### src/amg_pkg.sv
// Shared types, codes and constants of the adjacency matrix graph store.
`timescale 1ns / 1ps
`default_nettype none
package amg_pkg;

  // Default size of the vertex set
  localparam int unsigned MAX_VERTICES_DEF = 16;

  // Fixed field widths of the request and result words
  localparam int unsigned OP_W     = 3;
  localparam int unsigned VTX_W    = 8;
  localparam int unsigned WEIGHT_W = 32;
  localparam int unsigned COUNT_W  = 5;

  // Entries of the command queue between front and back
  localparam int unsigned CMD_QUEUE_DEPTH = 2;

  // Request operation codes
  typedef enum logic [OP_W-1:0] {
    OP_ADD_VERTEX    = 3'd0,
    OP_ADD_EDGE      = 3'd1,
    OP_REMOVE_EDGE   = 3'd2,
    OP_REMOVE_VERTEX = 3'd3,
    OP_READ_EDGE     = 3'd4
  } op_e;

  // Matrix work that the back end carries out for one word
  typedef enum logic [1:0] {
    CMD_NONE  = 2'd0,
    CMD_WRITE = 2'd1,
    CMD_CLEAR = 2'd2,
    CMD_READ  = 2'd3
  } cmd_kind_e;

  // Classified word handed from front to back
  typedef struct packed {
    cmd_kind_e           kind;
    logic                mirror;
    logic [VTX_W-1:0]    from_vertex;
    logic [VTX_W-1:0]    to_vertex;
    logic [WEIGHT_W-1:0] weight;
    logic                status;
    logic [COUNT_W-1:0]  vertex_count;
    logic                graph_empty;
  } cmd_t;

endpackage
`default_nettype wire

### src/amg_fifo.sv
// Short command queue between the front and back ends.
`timescale 1ns / 1ps
`default_nettype none
module amg_fifo (
  input  wire logic          clk_i,
  input  wire logic          rst_ni,
  input  wire logic          push_i,
  input  wire amg_pkg::cmd_t wdata_i,
  input  wire logic          pop_i,
  output amg_pkg::cmd_t      rdata_o,
  output logic               full_o,
  output logic               empty_o
);

  localparam int unsigned DEPTH = amg_pkg::CMD_QUEUE_DEPTH;
  localparam int unsigned PW    = (DEPTH > 1) ? $clog2(DEPTH) : 1;
  localparam int unsigned CW    = $clog2(DEPTH + 1);

  amg_pkg::cmd_t entry_q [DEPTH];
  logic [PW-1:0] wptr_q, rptr_q;
  logic [CW-1:0] fill_q;

  assign full_o  = (fill_q == CW'(DEPTH));
  assign empty_o = (fill_q == '0);
  assign rdata_o = entry_q[rptr_q];

  // Store pushed words
  always_ff @(posedge clk_i) begin
    if (push_i) begin
      entry_q[wptr_q] <= wdata_i;
    end
  end

  // Advance pointers and fill level
  always_ff @(posedge clk_i or negedge rst_ni) begin
    if (!rst_ni) begin
      wptr_q <= '0;
      rptr_q <= '0;
      fill_q <= '0;
    end else begin
      if (push_i) begin
        wptr_q <= (wptr_q == PW'(DEPTH - 1)) ? '0 : wptr_q + PW'(1);
      end
      if (pop_i) begin
        rptr_q <= (rptr_q == PW'(DEPTH - 1)) ? '0 : rptr_q + PW'(1);
      end
      if (push_i && !pop_i) begin
        fill_q <= fill_q + CW'(1);
      end else if (pop_i && !push_i) begin
        fill_q <= fill_q - CW'(1);
      end
    end
  end

endmodule
`default_nettype wire

### config.mk
export PLATFORM = sky130hd
export DESIGN_NAME = amg_fifo
export DESIGN_NICKNAME = d
export VERILOG_FILES = /design/src/amg_pkg.sv /design/src/amg_fifo.sv
export SDC_FILE = /design/constraint.sdc
export NUM_CORES = 1
export LEC_CHECK = 0
export BUFFER_PORTS_ARGS = -buffer_cell sky130_fd_sc_hd__buf_2
export CAP_MARGIN = 30
export CORE_MARGIN = 2
export CORE_UTILIZATION = 56
export CTS_CLUSTER_SIZE = 14
export DETAILED_ROUTE_END_ITERATION = 7
export GPL_ROUTABILITY_DRIVEN = 0
export GPL_TIMING_DRIVEN = 1
export PLACE_DENSITY = 0.85
export RECOVER_POWER = 100
export SLEW_MARGIN = 20
export SYNTH_ARGS = -nofsm -noshare
export SYNTH_HDL_FRONTEND = slang
export SYNTH_SLANG_ARGS = --single-unit
### constraint.sdc
create_clock -name clk_i -period 6.1 [get_ports clk_i]
set_input_delay 1.22 -clock clk_i [delete_from_list [all_inputs] [get_ports clk_i]]
set_output_delay 1.22 -clock clk_i [all_outputs]
set_load 0.01 [all_outputs]
==> key figures <==
Floorplanning
  – Site row count: 32
  – Die Outline Area: about 8600 µm²
  – Starting density of the core: 57.47%
  – Die height: 92.82 µm
  – I/O pin count: 122
  – Placeable core region: a little under 8000 µm²
  – Die extent in x: 92.82 µm

Clock tree
  – Clock-pin slew on the worst setup and hold paths: 0.06 ns
  – Quantity of gates resized following cts: 0
  – Clock root buffer: sky130_fd_sc_hd__clkbuf_8
  – Post-CTS setup buffer count: 0
  – CTS tree: built
  – H-tree Lvls: 4
  – CTS Buffer Depth: 2
  – Hold-fix buffers, CTS: 0
  – Clk_lat worst skew: 0.49 ns
  – Sinks on the clock net: 120
  – Number of CTS-inserted buffers: 17

Global routing
  – Via count of the first global-routing pass: 2271
  – Antenna violations before repair: 0
  – Global-route wire length before repair: 10980 µm
  – Largest net degree at the start of global routing: between 50 and 60
  – Total overflow reported by the global router: 0
  – Global-route usage over all layers: 17.61%

Timing
  – Post-route setup slack: 2.234 ns
  – Post-route clock period utilization: 63.38%
  – Maximum clock rate: 258.7 MHz
  – Pins Over Slew Limit: 118
  – Time the worst path needs with I/O delays and setup: 3.866 ns
  – Worst-margin pin slew: 3.242 ns
  – Fin Setup TNS: 0 ns
  – Hold violation total from the final report: 0
  – Skew final: 0.005844 ns
  – Unrepaired setup endpoints after global routing: no
  – Max-Slew Margin vs Limit: -116.1%
  – Endpoints failing setup: 0

Cells and area
  – Area overhead of the layout relative to synthesis: 26.34%
  – Layout filler cell count: ~540
  – Fin cells: around 450
  – NumNets Final: 396
  – Antenna cell count: 0
  – Most common library cell in the layout ignoring fill and taps: sky130_fd_sc_hd__edfxtp_1
  – Fraction of layout cells with a size suffix above 1: a little over a third
  – Highest-count cells in the layout ignoring fill and taps: sky130_fd_sc_hd__edfxtp_1 (116), sky130_fd_sc_hd__clkbuf_1 (82), sky130_fd_sc_hd__mux2_2 (47), sky130_fd_sc_hd__buf_2 (42), sky130_fd_sc_hd__clkbuf_16 (16)

Route
  – Number of vias in the routed layout: 2193
  – Number of DRC violations after detailed-routing iteration 0: 76
  – Via density per instance: around 4.9
  – Number of search-and-repair iterations in the first detailed-routing pass: 4
  – Post-route DRC violation count: 0
  – Average wire per standard cell: about 16 µm
  – Routed wire length: 7363 µm
  – Detail Route Antenna Nets: 0

Power
  – PD cells: 496.8 nW/µm²
  – Leakage: about 2.0 nW
  – Max VDD drop: 0.3056 mV

Synth
  – Post-synthesis cell type with the largest combined area: sky130_fd_sc_hd__edfxtp_1
  – Area of the mapped netlist: 4418 µm²
  – Number of register bits inferred by synthesis: 120
  – Nets in the synthesized netlist: 260
  – Part of the Yosys area used for sequential elements: 81.11%
  – Number of instances in the synthesized netlist: 197
  – Per-instance average area after synthesis: 22.43 µm²
  – Top cells by area, synth: sky130_fd_sc_hd__edfxtp_1 (79%), sky130_fd_sc_hd__mux2_2 (12%), sky130_fd_sc_hd__mux2_4 (3.4%)
  – Number of warnings printed during yosys synthesis: 0
  – Fraction of post-synthesis cell area in the top cell type by area: 78.84%
  – Unique cell type count in the Yosys netlist: 14

Critical path
  – Worst-path maximum fanout: slightly below 60
  – Required time at the worst-slack endpoint: 6.12 ns
  – Worst Setup Path Type: in2reg
  – Launching element type of the critical path: input port
  – Worst endpoint data arrival time: 3.89 ns
  – Worst-case register-to-register setup slack: 2.75 ns
  – Category of the worst setup path capture point: register

Placed design
  – HPWL reported at the end of detailed placement: approximately 4500 µm
  – Pre-CTS setup slack: approximately 3.1 ns
  – Quantity of I/O buffers inserted on ports: approximately 120
  – DP Cell Count: 416

Run
  – Max-cap viol count: 2

Outcome
  – Status: complete, but fails checks
  – Violations in the final reports: max-capacitance violations, max-slew violations

Hold path
  – Path type of the worst min-delay path: reg2reg
-- layer usage --
layer	up-vias	global-route usage, %	wire length [µm]
li1	1053	-	-
met1	1065	20.34	2964
met2	71	29.11	3882
met3	4	6.998	451
met4	0	7.843	65
met5	-	0	0
-- through the flow --
stage / utilization (%) / power [mW] / area, µm² / hold WS [ns]
final: 72.61 / 2.773 / 5582 / 0.5214
after detailed placement: 66.68 / 1.873 / 5126 / 0.5116
after global placement: 66.68 / 1.857 / 5126 / 0.4742
after global routing: 72.61 / 2.898 / 5582 / 0.5322
after floorplan: - / 1.646 / 4418 / 0.4555
after CTS: 74.40 / 2.852 / 5719 / 0.5014
-- sequential cells by signal, indices dropped and copies added (netlist names) --
signal	flops
entry_q	116
fill_q	2
rptr_q	1
wptr_q	1
-- kinds of logic after synthesis --
| family | synth area share, % |
|---|---|
| xor+xnor | 0.9912 |
| buf+inv | 1.388 |
| fa+ha+maj | 0.2832 |
| flops | 81.11 |
| simple gates | 0.5948 |
| mux | 15.63 |
-- synth_stat cells, drive strengths merged --
library cell / instances
and2: 1
buf: 7
dfrtp: 4
edfxtp: 116
ha: 1
inv: 1
mux2: 58
nor2: 2
nor2b: 2
xnor2: 1
xor2: 4
-- power breakdown --
group          switching (mW)  internal, mW  total, mW
Sequential             0.0689          1.11       1.18
Combinational           0.352         0.273      0.624
Clock                   0.341         0.625      0.966
Total                   0.762          2.01       2.77
-- worst paths after layout --
path                            startpoint              to  cells after the start
worst max-delay path                push_i  entry_q[1][27]                      3
worst min-delay path             fill_q[1]       fill_q[1]                      1
worst max register to register      wptr_q  entry_q[1][27]                      2
worst min register to register   fill_q[1]       fill_q[1]                      1
max in group asynchronous           rst_ni          wptr_q                      1
min in group asynchronous           rst_ni       fill_q[1]                      1
-- area by class of cell --
type,count,area [µm²],share of cell area [%]
clock buffer,18,417.9,7.487
clock inverter,14,175.2,3.138
inverter,1,3.754,0.06725
multi-input combinational,69,752.0,13.47
sequential,120,3583,64.20
tap,102,127.6,2.286
timing repair buffer,124,521.8,9.348
-- critical path, cell delays in order --
cell and delay (ns):
sky130_fd_sc_hd__clkbuf_1 0.18, sky130_fd_sc_hd__and2_2 0.17, sky130_fd_sc_hd__clkbuf_1 2.28
(Power assumes the default switching activity.)
