[src/amg_pkg.sv]
// Shared types, codes and constants of the adjacency matrix graph store.
`timescale 1ns / 1ps
`default_nettype none
package amg_pkg;

  // Default size of the vertex set
  localparam int unsigned MAX_VERTICES_DEF = 16;

  // Fixed field widths of the request and result words
  localparam int unsigned OP_W     = 3;
  localparam int unsigned VTX_W    = 8;
  localparam int unsigned WEIGHT_W = 32;
  localparam int unsigned COUNT_W  = 5;

  // Entries of the command queue between front and back
  localparam int unsigned CMD_QUEUE_DEPTH = 2;

  // Request operation codes
  typedef enum logic [OP_W-1:0] {
    OP_ADD_VERTEX    = 3'd0,
    OP_ADD_EDGE      = 3'd1,
    OP_REMOVE_EDGE   = 3'd2,
    OP_REMOVE_VERTEX = 3'd3,
    OP_READ_EDGE     = 3'd4
  } op_e;

  // Matrix work that the back end carries out for one word
  typedef enum logic [1:0] {
    CMD_NONE  = 2'd0,
    CMD_WRITE = 2'd1,
    CMD_CLEAR = 2'd2,
    CMD_READ  = 2'd3
  } cmd_kind_e;

  // Classified word handed from front to back
  typedef struct packed {
    cmd_kind_e           kind;
    logic                mirror;
    logic [VTX_W-1:0]    from_vertex;
    logic [VTX_W-1:0]    to_vertex;
    logic [WEIGHT_W-1:0] weight;
    logic                status;
    logic [COUNT_W-1:0]  vertex_count;
    logic                graph_empty;
  } cmd_t;

endpackage
`default_nettype wire

[src/amg_front.sv]
// Front end: accepts request words, checks vertices, keeps presence and count.
`timescale 1ns / 1ps
`default_nettype none
module amg_front #(
  parameter int unsigned MAX_VERTICES = amg_pkg::MAX_VERTICES_DEF
) (
  input  wire logic                             clk_i,
  input  wire logic                             rst_ni,
  input  wire logic                             cfg_we_i,
  input  wire logic                             cfg_wdata_i,
  input  wire logic                             in_valid_i,
  output logic                                  in_stall_o,
  input  wire logic [amg_pkg::OP_W-1:0]         operation_i,
  input  wire logic [amg_pkg::VTX_W-1:0]        from_vertex_i,
  input  wire logic [amg_pkg::VTX_W-1:0]        to_vertex_i,
  input  wire logic [amg_pkg::WEIGHT_W-1:0]     edge_weight_in_i,
  input  wire logic                             queue_full_i,
  output logic                                  push_o,
  output amg_pkg::cmd_t                         cmd_o
);

  localparam int unsigned VW    = $clog2(MAX_VERTICES);
  localparam int unsigned CNT_W = $clog2(MAX_VERTICES + 1);
  localparam logic [amg_pkg::VTX_W:0] VTX_LIMIT = (amg_pkg::VTX_W + 1)'(MAX_VERTICES);

  logic                    directed_q;
  logic [MAX_VERTICES-1:0] present_q, present_d;
  logic [CNT_W-1:0]        count_q, count_d;
  logic                    from_in_range, to_in_range;
  logic                    from_ok, to_ok;
  logic                    accept;

  assign accept     = in_valid_i && !queue_full_i;
  assign in_stall_o = queue_full_i;
  assign push_o     = accept;

  // Range and presence checks
  assign from_in_range = {1'b0, from_vertex_i} < VTX_LIMIT;
  assign to_in_range   = {1'b0, to_vertex_i} < VTX_LIMIT;
  assign from_ok = from_in_range && present_q[from_vertex_i[VW-1:0]];
  assign to_ok   = to_in_range && present_q[to_vertex_i[VW-1:0]];

  // Classify the word and work out presence and count after it
  always_comb begin
    present_d           = present_q;
    count_d             = count_q;
    cmd_o.kind          = amg_pkg::CMD_NONE;
    cmd_o.mirror        = !directed_q;
    cmd_o.from_vertex   = from_vertex_i;
    cmd_o.to_vertex     = to_vertex_i;
    cmd_o.weight        = '0;
    cmd_o.status        = 1'b1;
    case (operation_i)
      amg_pkg::OP_ADD_VERTEX: begin
        if (from_in_range && !present_q[from_vertex_i[VW-1:0]]) begin
          // A new vertex gets its row and column wiped before use
          present_d[from_vertex_i[VW-1:0]] = 1'b1;
          count_d      = count_q + CNT_W'(1);
          cmd_o.kind   = amg_pkg::CMD_CLEAR;
          cmd_o.status = 1'b0;
        end
      end
      amg_pkg::OP_ADD_EDGE: begin
        if (from_ok && to_ok) begin
          cmd_o.kind   = amg_pkg::CMD_WRITE;
          cmd_o.weight = edge_weight_in_i;
          cmd_o.status = 1'b0;
        end
      end
      amg_pkg::OP_REMOVE_EDGE: begin
        if (from_ok && to_ok) begin
          cmd_o.kind   = amg_pkg::CMD_WRITE;
          cmd_o.status = 1'b0;
        end
      end
      amg_pkg::OP_REMOVE_VERTEX: begin
        if (from_ok) begin
          present_d[from_vertex_i[VW-1:0]] = 1'b0;
          if (count_q != '0) begin
            count_d = count_q - CNT_W'(1);
          end
          cmd_o.status = 1'b0;
        end
      end
      amg_pkg::OP_READ_EDGE: begin
        if (from_ok && to_ok) begin
          cmd_o.kind   = amg_pkg::CMD_READ;
          cmd_o.status = 1'b0;
        end
      end
      default: begin
        cmd_o.status = 1'b1;
      end
    endcase
    cmd_o.vertex_count = amg_pkg::COUNT_W'(count_d);
    cmd_o.graph_empty  = (count_d == '0);
  end

  // Hold mode, presence bits and count
  always_ff @(posedge clk_i or negedge rst_ni) begin
    if (!rst_ni) begin
      directed_q <= 1'b0;
      present_q  <= '0;
      count_q    <= '0;
    end else begin
      if (cfg_we_i) begin
        directed_q <= cfg_wdata_i;
      end
      if (accept) begin
        present_q <= present_d;
        count_q   <= count_d;
      end
    end
  end

endmodule
`default_nettype wire

[config.mk]
export PLATFORM = sky130hd
export DESIGN_NAME = amg_front
export DESIGN_NICKNAME = d
export VERILOG_FILES = /design/src/amg_pkg.sv /design/src/amg_front.sv
export SDC_FILE = /design/constraint.sdc
export NUM_CORES = 1
export LEC_CHECK = 0
export ABC_AREA = 1
export ABC_CLOCK_PERIOD_IN_PS = 3600
export BUFFER_PORTS_ARGS = -buffer_cell sky130_fd_sc_hd__buf_2
export CAP_MARGIN = 10
export CORE_ASPECT_RATIO = 1.4
export CORE_MARGIN = 3
export CORE_UTILIZATION = 30
export CTS_BUF_LIST = sky130_fd_sc_hd__clkbuf_8
export DETAILED_ROUTE_END_ITERATION = 7
export PLACE_DENSITY_LB_ADDON = 0.08
export SYNTH_ARGS = -nofsm -noshare
export SYNTH_HDL_FRONTEND = slang
export SYNTH_SLANG_ARGS = --single-unit
export TNS_END_PERCENT = 10
[constraint.sdc]
create_clock -name clk_i -period 3.6 [get_ports clk_i]
set_input_delay 0.18 -clock clk_i [delete_from_list [all_inputs] [get_ports clk_i]]
set_output_delay 0.18 -clock clk_i [all_outputs]
set_load 0.02 [all_outputs]
==> results of run 1 <==
-- through the flow --
step	power (uW)	hold WS [ns]	instance area, sq um	util [%]
finish	810	0.104	2910	39.0
global route	879	0.108	2910	39.0
CTS	831	0.0834	2910	39.0
detailed placement	635	0.206	2840	38.1
global placement	635	0.204	2840	38.1
floorplan	537	-0.116	2330	-
-- cell families (layout without fill, tap and decap cells) --
group | Yosys count | count (layout) | synth area share (%)
and+or+nand+nor | 231 | 231 | 51.5
buffers and inverters | 56 | 149 | 12.7
AOI/OAI and AO/OA | 41 | 41 | 9.19
DFF | 22 | 22 | 23.6
xor gates and xnor gates | 5 | 5 | 1.88
adders and majority gates | 2 | 2 | 1.07
-- layout make-up --
type	instances	share of cell area [%]
clock buffer	4	1.89
multi-input combinational	279	50.9
tap	97	4.17
inverter	27	3.49
sequential	22	18.9
timing repair buffer	118	20.6
-- cell usage in the layout (no fill, tap or decap), drive strengths merged, types with 2 or more instances in the layout --
master	synthesis	final
nand2	119	119
buf	23	117
nor2	47	47
o21ai	37	37
nor3b	32	32
inv	27	27
nand3	26	26
dfrtp	22	22
xor2	4	4
clkbuf	6	4
nand3b	3	3
o22ai	2	2
ha	2	2
nor4	2	2
-- metal layers --
| metal | wire length [um] | GRT usage [%] | vias to the layer above | share of wire, % |
|---|---|---|---|---|
| li1 | - | - | 1324 | - |
| met1 | 2710 | 17.6 | 1140 | 39 |
| met2 | 3970 | 30.2 | 57 | 57 |
| met3 | 270 | 1.71 | 2 | 3.9 |
| met4 | 29 | 2.29 | 0 | 0.42 |
| met5 | 0 | 0 | - | 0 |
-- worst register-to-register path, delay by kind of cell (launching register included) --
| family | cells | cell delay [ns] |
|---|---|---|
| compound gates | 1 | 0.08 |
| buf+inv | 1 | 0.18 |
| simple gates | 5 | 0.67 |
| flops | 1 | 0.44 |
| fa+ha+maj | 1 | 0.25 |
| xor+xnor | 1 | 0.21 |
-- power breakdown --
| part | total (uW) | switching, uW | internal, uW |
|---|---|---|---|
| combinational | 317 | 196 | 121 |
| sequential | 310 | 32.5 | 278 |
| clock | 182 | 84.8 | 97.6 |
| total | 810 | 314 | 496 |
-- worst min-delay path by stage --
stage / start / end / slack, ns
after floorplan: rst_ni / async pin / -0.12
after global placement: rst_ni / async pin / 0.20
after detailed placement: rst_ni / async pin / 0.21
after CTS: cfg_we_i / directed_q / 0.08
after global routing: cfg_we_i / directed_q / 0.11
final: cfg_we_i / directed_q / 0.10
==> flow_summary.json, run 1 <==
{
  "synth.cells.most_frequent": "nand2_1 (103), nor2_1 (44), nor3b_1 (25), nand3_1 (24), dfrtp_1 (22)",
  "wl_um": 6980,
  "cts_resized": 0,
  "first_global_vias": 2298,
  "hold_viol_final": 0,
  "ys_seq_area_share_pct": 23.6,
  "ctsRootBufferMaster": "clkbuf_8",
  "fillCellCount": 834,
  "syn_to_final_growth_pct": 24.9,
  "regToRegStartpoint": "count_q[0]",
  "ir_worst_vdd_mv": 0.165,
  "path_buf_inv": 1,
  "rr_worst_depth": 9,
  "fmax_ghz": 0.358,
  "fin_ws_ns": 0.810,
  "num_antenna_cells": 0,
  "cp.required_ns": 3.42,
  "die_y_um": 110,
  "cp-endpoint": "cmd_o[9]",
  "synth.distinct_cells": 31,
  "crit_chain": "nor2_1 -> nor2_1 -> o21ai_0 -> o21ai_0 -> nor2_1 -> o22ai_1 -> nand3_2 -> nor3b_1 -> buf_2",
  "layout-drive-gt1-share_pct": 34.9,
  "setup_viol": 0,
  "slew_violations": 0,
  "cpMostUsedCell": "nor2_1",
  "cts_made_buffers": 3,
  "crit_arrival_ns": 2.61,
  "clk_latency_ns": 0.26,
  "grt_max_degree": 36,
  "rows": 37,
  "cp-end-kind": "output port",
  "dp_cells": 542,
  "worst_pin_slew_ns": 1.08,
  "mappedNetlistNets": 416,
  "holdBufCountCts": 1,
  "slew_headroom_pct": 28.1,
  "gr-total-overflow": 0,
  "cp_slowest_stage_delay_ns": 0.61,
  "core_area_sq_um": 7450,
  "die-area_sq_um": 8870,
  "final_antenna_net_count": 0,
  "tns_ns": 0,
  "final.min_clock_period_ns": 2.79,
  "ys_ff_latch": 22,
  "ios": 117,
  "power.leakage_uw": 0.00153,
  "multi_input_area_sq_um": 1480,
  "p_per_area_nw_per_um2": 278,
  "drt_iter0_markers": 82,
  "seq_area_sq_um": 551,
  "async_flop_share_pct": 100,
  "synth_area_sq_um": 2330,
  "port_buffers": 116,
  "wire_per_inst_um": 12.8,
  "grt_usage_pct": 15.3,
  "avgSynthCellArea_sq_um": 6.52,
  "critPathKind": "reg2out",
  "synthTopCellsByArea": "dfrtp_1 (24%), nand2_1 (17%), nor3b_1 (8.1%)",
  "first_pass_iters": 4,
  "synth-edff-count": 0,
  "cts_buffer_depth": 2,
  "die_w_um": 80.5,
  "whs_path_depth": 2,
  "cpLargestDelayFamily": "simple AND/OR/NAND/NOR gates",
  "max-cap-violations": 0,
  "synth_warnings": 0,
  "drt-vias-per-instance": 4.61,
  "layout.nets": 510,
  "slowest_stage": "nand3_2",
  "synth.largest_area_cell": "dfrtp_1",
  "htree_levels": 1,
  "start_util_pct": 31.2,
  "cp_max_fo": 35,
  "finalNonFillerCells": 547,
  "fin_crit_sh_pct": 77.5,
  "crit_path_start_kind": "flop",
  "clkTransAtPathRegs_ns": 0.09,
  "hp-class": "in2reg",
  "post-cts-setup-buffer-count": 0,
  "post-synth-top-count-cell": "nand2_1",
  "syn_inst": 357,
  "gp_congestion": 0.781,
  "r2r_slack_ns": 1.68,
  "rsz0062_at_grt": "false",
  "clock_skew_ns": 0.00719,
  "hpwl_um": 5670,
  "r2r_end": "count_q[0]",
  "synth_top_area_share_pct": 23.6,
  "cts_tree": "done",
  "drcViolationCount": 0,
  "dp_slack_ns": 1.07,
  "grt_pass1_wl_um": 10900,
  "clock_sinks": 22,
  "grt_antenna_before_repair": 0,
  "status": "completed",
  "vias": 2523,
  "synth-main-ff-cell": "dfrtp_1",
  "crit_cells": 9
}
Power figures use the tool's default switching activity.
==> inputs of run 2 (changes only) <==
ABC_AREA = 0   (was 1)
ABC_CLOCK_PERIOD_IN_PS = 2450   (was 3600)
clock period = 2.45 ns   (was 3.6 ns; I/O delays follow)
==> run 2 against run 1 <==
Against the previous run:
- the flow now finishes with violations (setup timing)
- routed wire length grew 5.6%
- die area is 12% lower
- global-route usage up 2.1 points
- final cell count shrank 21%
- flip-flop and latch count unchanged
- first-iteration DRC count down 37%
- non-clock buffer count up 50
- largest cell class unchanged
- combinational power shrank 28%
- hold slack lost 0.060 ns
- clock-buffer cell count decreased by 1
==> flow_summary.json, run 2 <==
{
  "grt_antenna_before_repair": 0,
  "p_per_area_nw_per_um2": 266,
  "drcViolationCount": 0,
  "ys_ff_latch": 22,
  "core_area_sq_um": 6380,
  "port_buffers": 116,
  "synth-main-ff-cell": "dfrtp_1",
  "avgSynthCellArea_sq_um": 9.24,
  "r2r_end": "count_q[3]",
  "fmax_ghz": 0.331,
  "rsz0062_at_grt": "true",
  "synthTopCellsByArea": "dfrtp_1 (27%), mux4_2 (11%), mux2_2 (10%)",
  "holdWs_ns": 0.0438,
  "post-synth-top-count-cell": "and2_1",
  "num_antenna_cells": 0,
  "violations": "setup timing",
  "internal_power_uw": 685,
  "slew_headroom_pct": 61.9,
  "rows": 34,
  "layout.nets": 421,
  "ios": 117,
  "die_w_um": 75.6,
  "drt_iter0_markers": 52,
  "fillCellCount": 577,
  "cts_buffer_depth": 2,
  "cts_made_buffers": 3,
  "power.leakage_uw": 0.00172,
  "syn_to_final_growth_pct": 72.8,
  "gr-total-overflow": 0,
  "clkTransAtPathRegs_ns": 0.08,
  "first_pass_iters": 4,
  "worst_pin_slew_ns": 0.570,
  "vias": 2262,
  "first_global_vias": 2135,
  "grt_usage_pct": 17.4,
  "layout-drive-gt1-share_pct": 70.1,
  "clock_sinks": 22,
  "async_flop_share_pct": 100,
  "pwr-share-seq_pct": 39.6,
  "hp-class": "in2reg",
  "final_cell_mix": "buf_2 (77), buf_4 (51), buf_6 (35)",
  "synth.distinct_cells": 40,
  "ctsRootBufferMaster": "clkbuf_8",
  "drt-vias-per-instance": 5.22,
  "cp_slowest_stage_delay_ns": 0.52,
  "cp-endpoint": "cmd_o[0]",
  "cts_tree": "done",
  "synth-edff-count": 0,
  "syn_inst": 220,
  "gp_congestion": 0.775,
  "hpwl_um": 5400,
  "combPwrFrac_pct": 24.3,
  "synth_warnings": 0,
  "htree_levels": 1,
  "swShare_pct": 26.7,
  "layout_commonest_cell": "buf_2",
  "die_y_um": 103,
  "cp_max_fo": 7,
  "synth.largest_area_cell": "dfrtp_1",
  "fin_crit_sh_pct": 123,
  "crit_path_start_kind": "flop",
  "die-area_sq_um": 7810,
  "grt_pass1_wl_um": 10500,
  "hold_viol_final": 0,
  "slew_violations": 0,
  "max-cap-violations": 0,
  "cp.required_ns": 2.33,
  "mappedNetlistNets": 279,
  "synth.cells.most_frequent": "and2_1 (32), dfrtp_1 (22), mux2_2 (18), buf_4 (17), nor3_1 (13)",
  "slowest_stage": "mux4_2",
  "start_util_pct": 31.8,
  "p_switching_uw": 250,
  "fin_ws_ns": -0.567,
  "cpMostUsedCell": "mux4_2",
  "grt_max_degree": 33,
  "clkPwrFrac_pct": 36.2,
  "final.min_clock_period_ns": 3.02,
  "critPathKind": "reg2out",
  "synth_area_sq_um": 2030,
  "wire_per_inst_um": 17.0,
  "wl_um": 7370,
  "holdCritStartpoint": "cfg_we_i",
  "final_antenna_net_count": 0,
  "rr_worst_depth": 7,
  "clock_skew_ns": 0.00206,
  "cp-end-kind": "output port",
  "ir_worst_vdd_mv": 0.290,
  "final_util_pct": 55.0,
  "setup_viol": 60,
  "crit_chain": "mux4_2 -> mux4_2 -> buf_8 -> or3_4 -> a311o_2 -> nor4_4 -> buf_4",
  "r2r_slack_ns": -0.38,
  "crit_arrival_ns": 2.89,
  "status": "complete, but fails checks",
  "clk_latency_ns": 0.26,
  "synth_top_area_share_pct": 27.1,
  "ys_seq_area_share_pct": 27.1
}
-- run 2: changes by cell type in the layout (fill, tap and decap cells not counted), moves of 12 or more --
cell / before / now
buf_2: 116 / 77
mux2_2: 0 / 15
and2_1: 0 / 12
nand3_1: 24 / 7
inv_1: 21 / 6
nand2_1: 103 / 7
buf_4: 1 / 51
buf_6: 0 / 35
nor3b_1: 25 / 0
nor2_1: 44 / 8
nand2_2: 12 / 0
o21ai_0: 17 / 5
and2_4: 0 / 20
o21ai_1: 20 / 1
-- run 2: worst min-delay path by stage --
stage / end / slack (ns) / cells past startpoint
after global placement: async pin / 0.13 / 1
after detailed placement: directed_q / 0.13 / 1
after global routing: directed_q / 0.04 / 2
final: directed_q / 0.04 / 2
after floorplan: async pin / -0.17 / 0
after CTS: directed_q / 0.04 / 2
-- run 2: logic make-up after synthesis --
family	synth area share (%)
AO/OA/AOI/OAI	5.85
XOR/XNOR	0.431
adder cells (fa/ha/maj)	1.23
buffers and inverters	11.0
flip-flops	27.1
multiplexers	22.8
AND/OR/NAND/NOR	31.6
-- run 2: power groups by stage --
stage | combinational (uW) | sequential (uW) | clock, uW
after floorplan | 116 | 377 | 0
after global routing | 246 | 370 | 369
after global placement | 204 | 377 | 0
final | 227 | 370 | 338
after detailed placement | 204 | 377 | 0
after CTS | 222 | 370 | 348
-- run 2: through the flow --
step | TNS, ns | total power (uW) | area [sq um] | setup WS [ns] | cells
floorplan | -0.352 | 493 | 2060 | -0.107 | 220
global placement | -6.02 | 580 | 2850 | -0.427 | 416
detailed placement | -6.57 | 581 | 2850 | -0.424 | 416
CTS | -17.67 | 940 | 3150 | -0.570 | 428
global route | -27.82 | 985 | 3510 | -0.657 | 433
finish | -21.79 | 935 | 3510 | -0.567 | 433
-- run 2: repair_timing --
item / 4_1_cts / 5_1_grt
endpoints found under the hold margin: 22 / 0
pin swaps: 18 / 14
buffers inserted: 6 / 3
gates resized for setup: 37 / 92
cloned: 1 / 2
endpoints found under the setup margin: 61 / 62
hold buffers: 1 / 0
-- run 2: critical path, delay by kind of cell (launching register included) --
kind | cells | cell delay, ns
multiplexers | 2 | 0.99
AND/OR/NAND/NOR | 2 | 0.48
AO/OA/AOI/OAI | 1 | 0.41
flip-flops | 1 | 0.40
buffers and inverters | 2 | 0.34
-- run 2: area by class of cell --
| cell class | instances | area [sq um] | share of cell area [%] |
|---|---|---|---|
| clock buffer | 3 | 41.3 | 1.18 |
| tap | 72 | 90.1 | 2.57 |
| inverter | 6 | 22.5 | 0.641 |
| multi-input combinational | 161 | 1520 | 43.3 |
| sequential | 22 | 551 | 15.7 |
| clock inverter | 1 | 30.0 | 0.855 |
| timing repair buffer | 168 | 1260 | 35.8 |
-- run 2: routing by layer --
layer  wire length, um  track usage, %
met5                 0               0
met4               196            5.25
met3               295            1.06
met2              4060            31.9
met1              2820            21.3
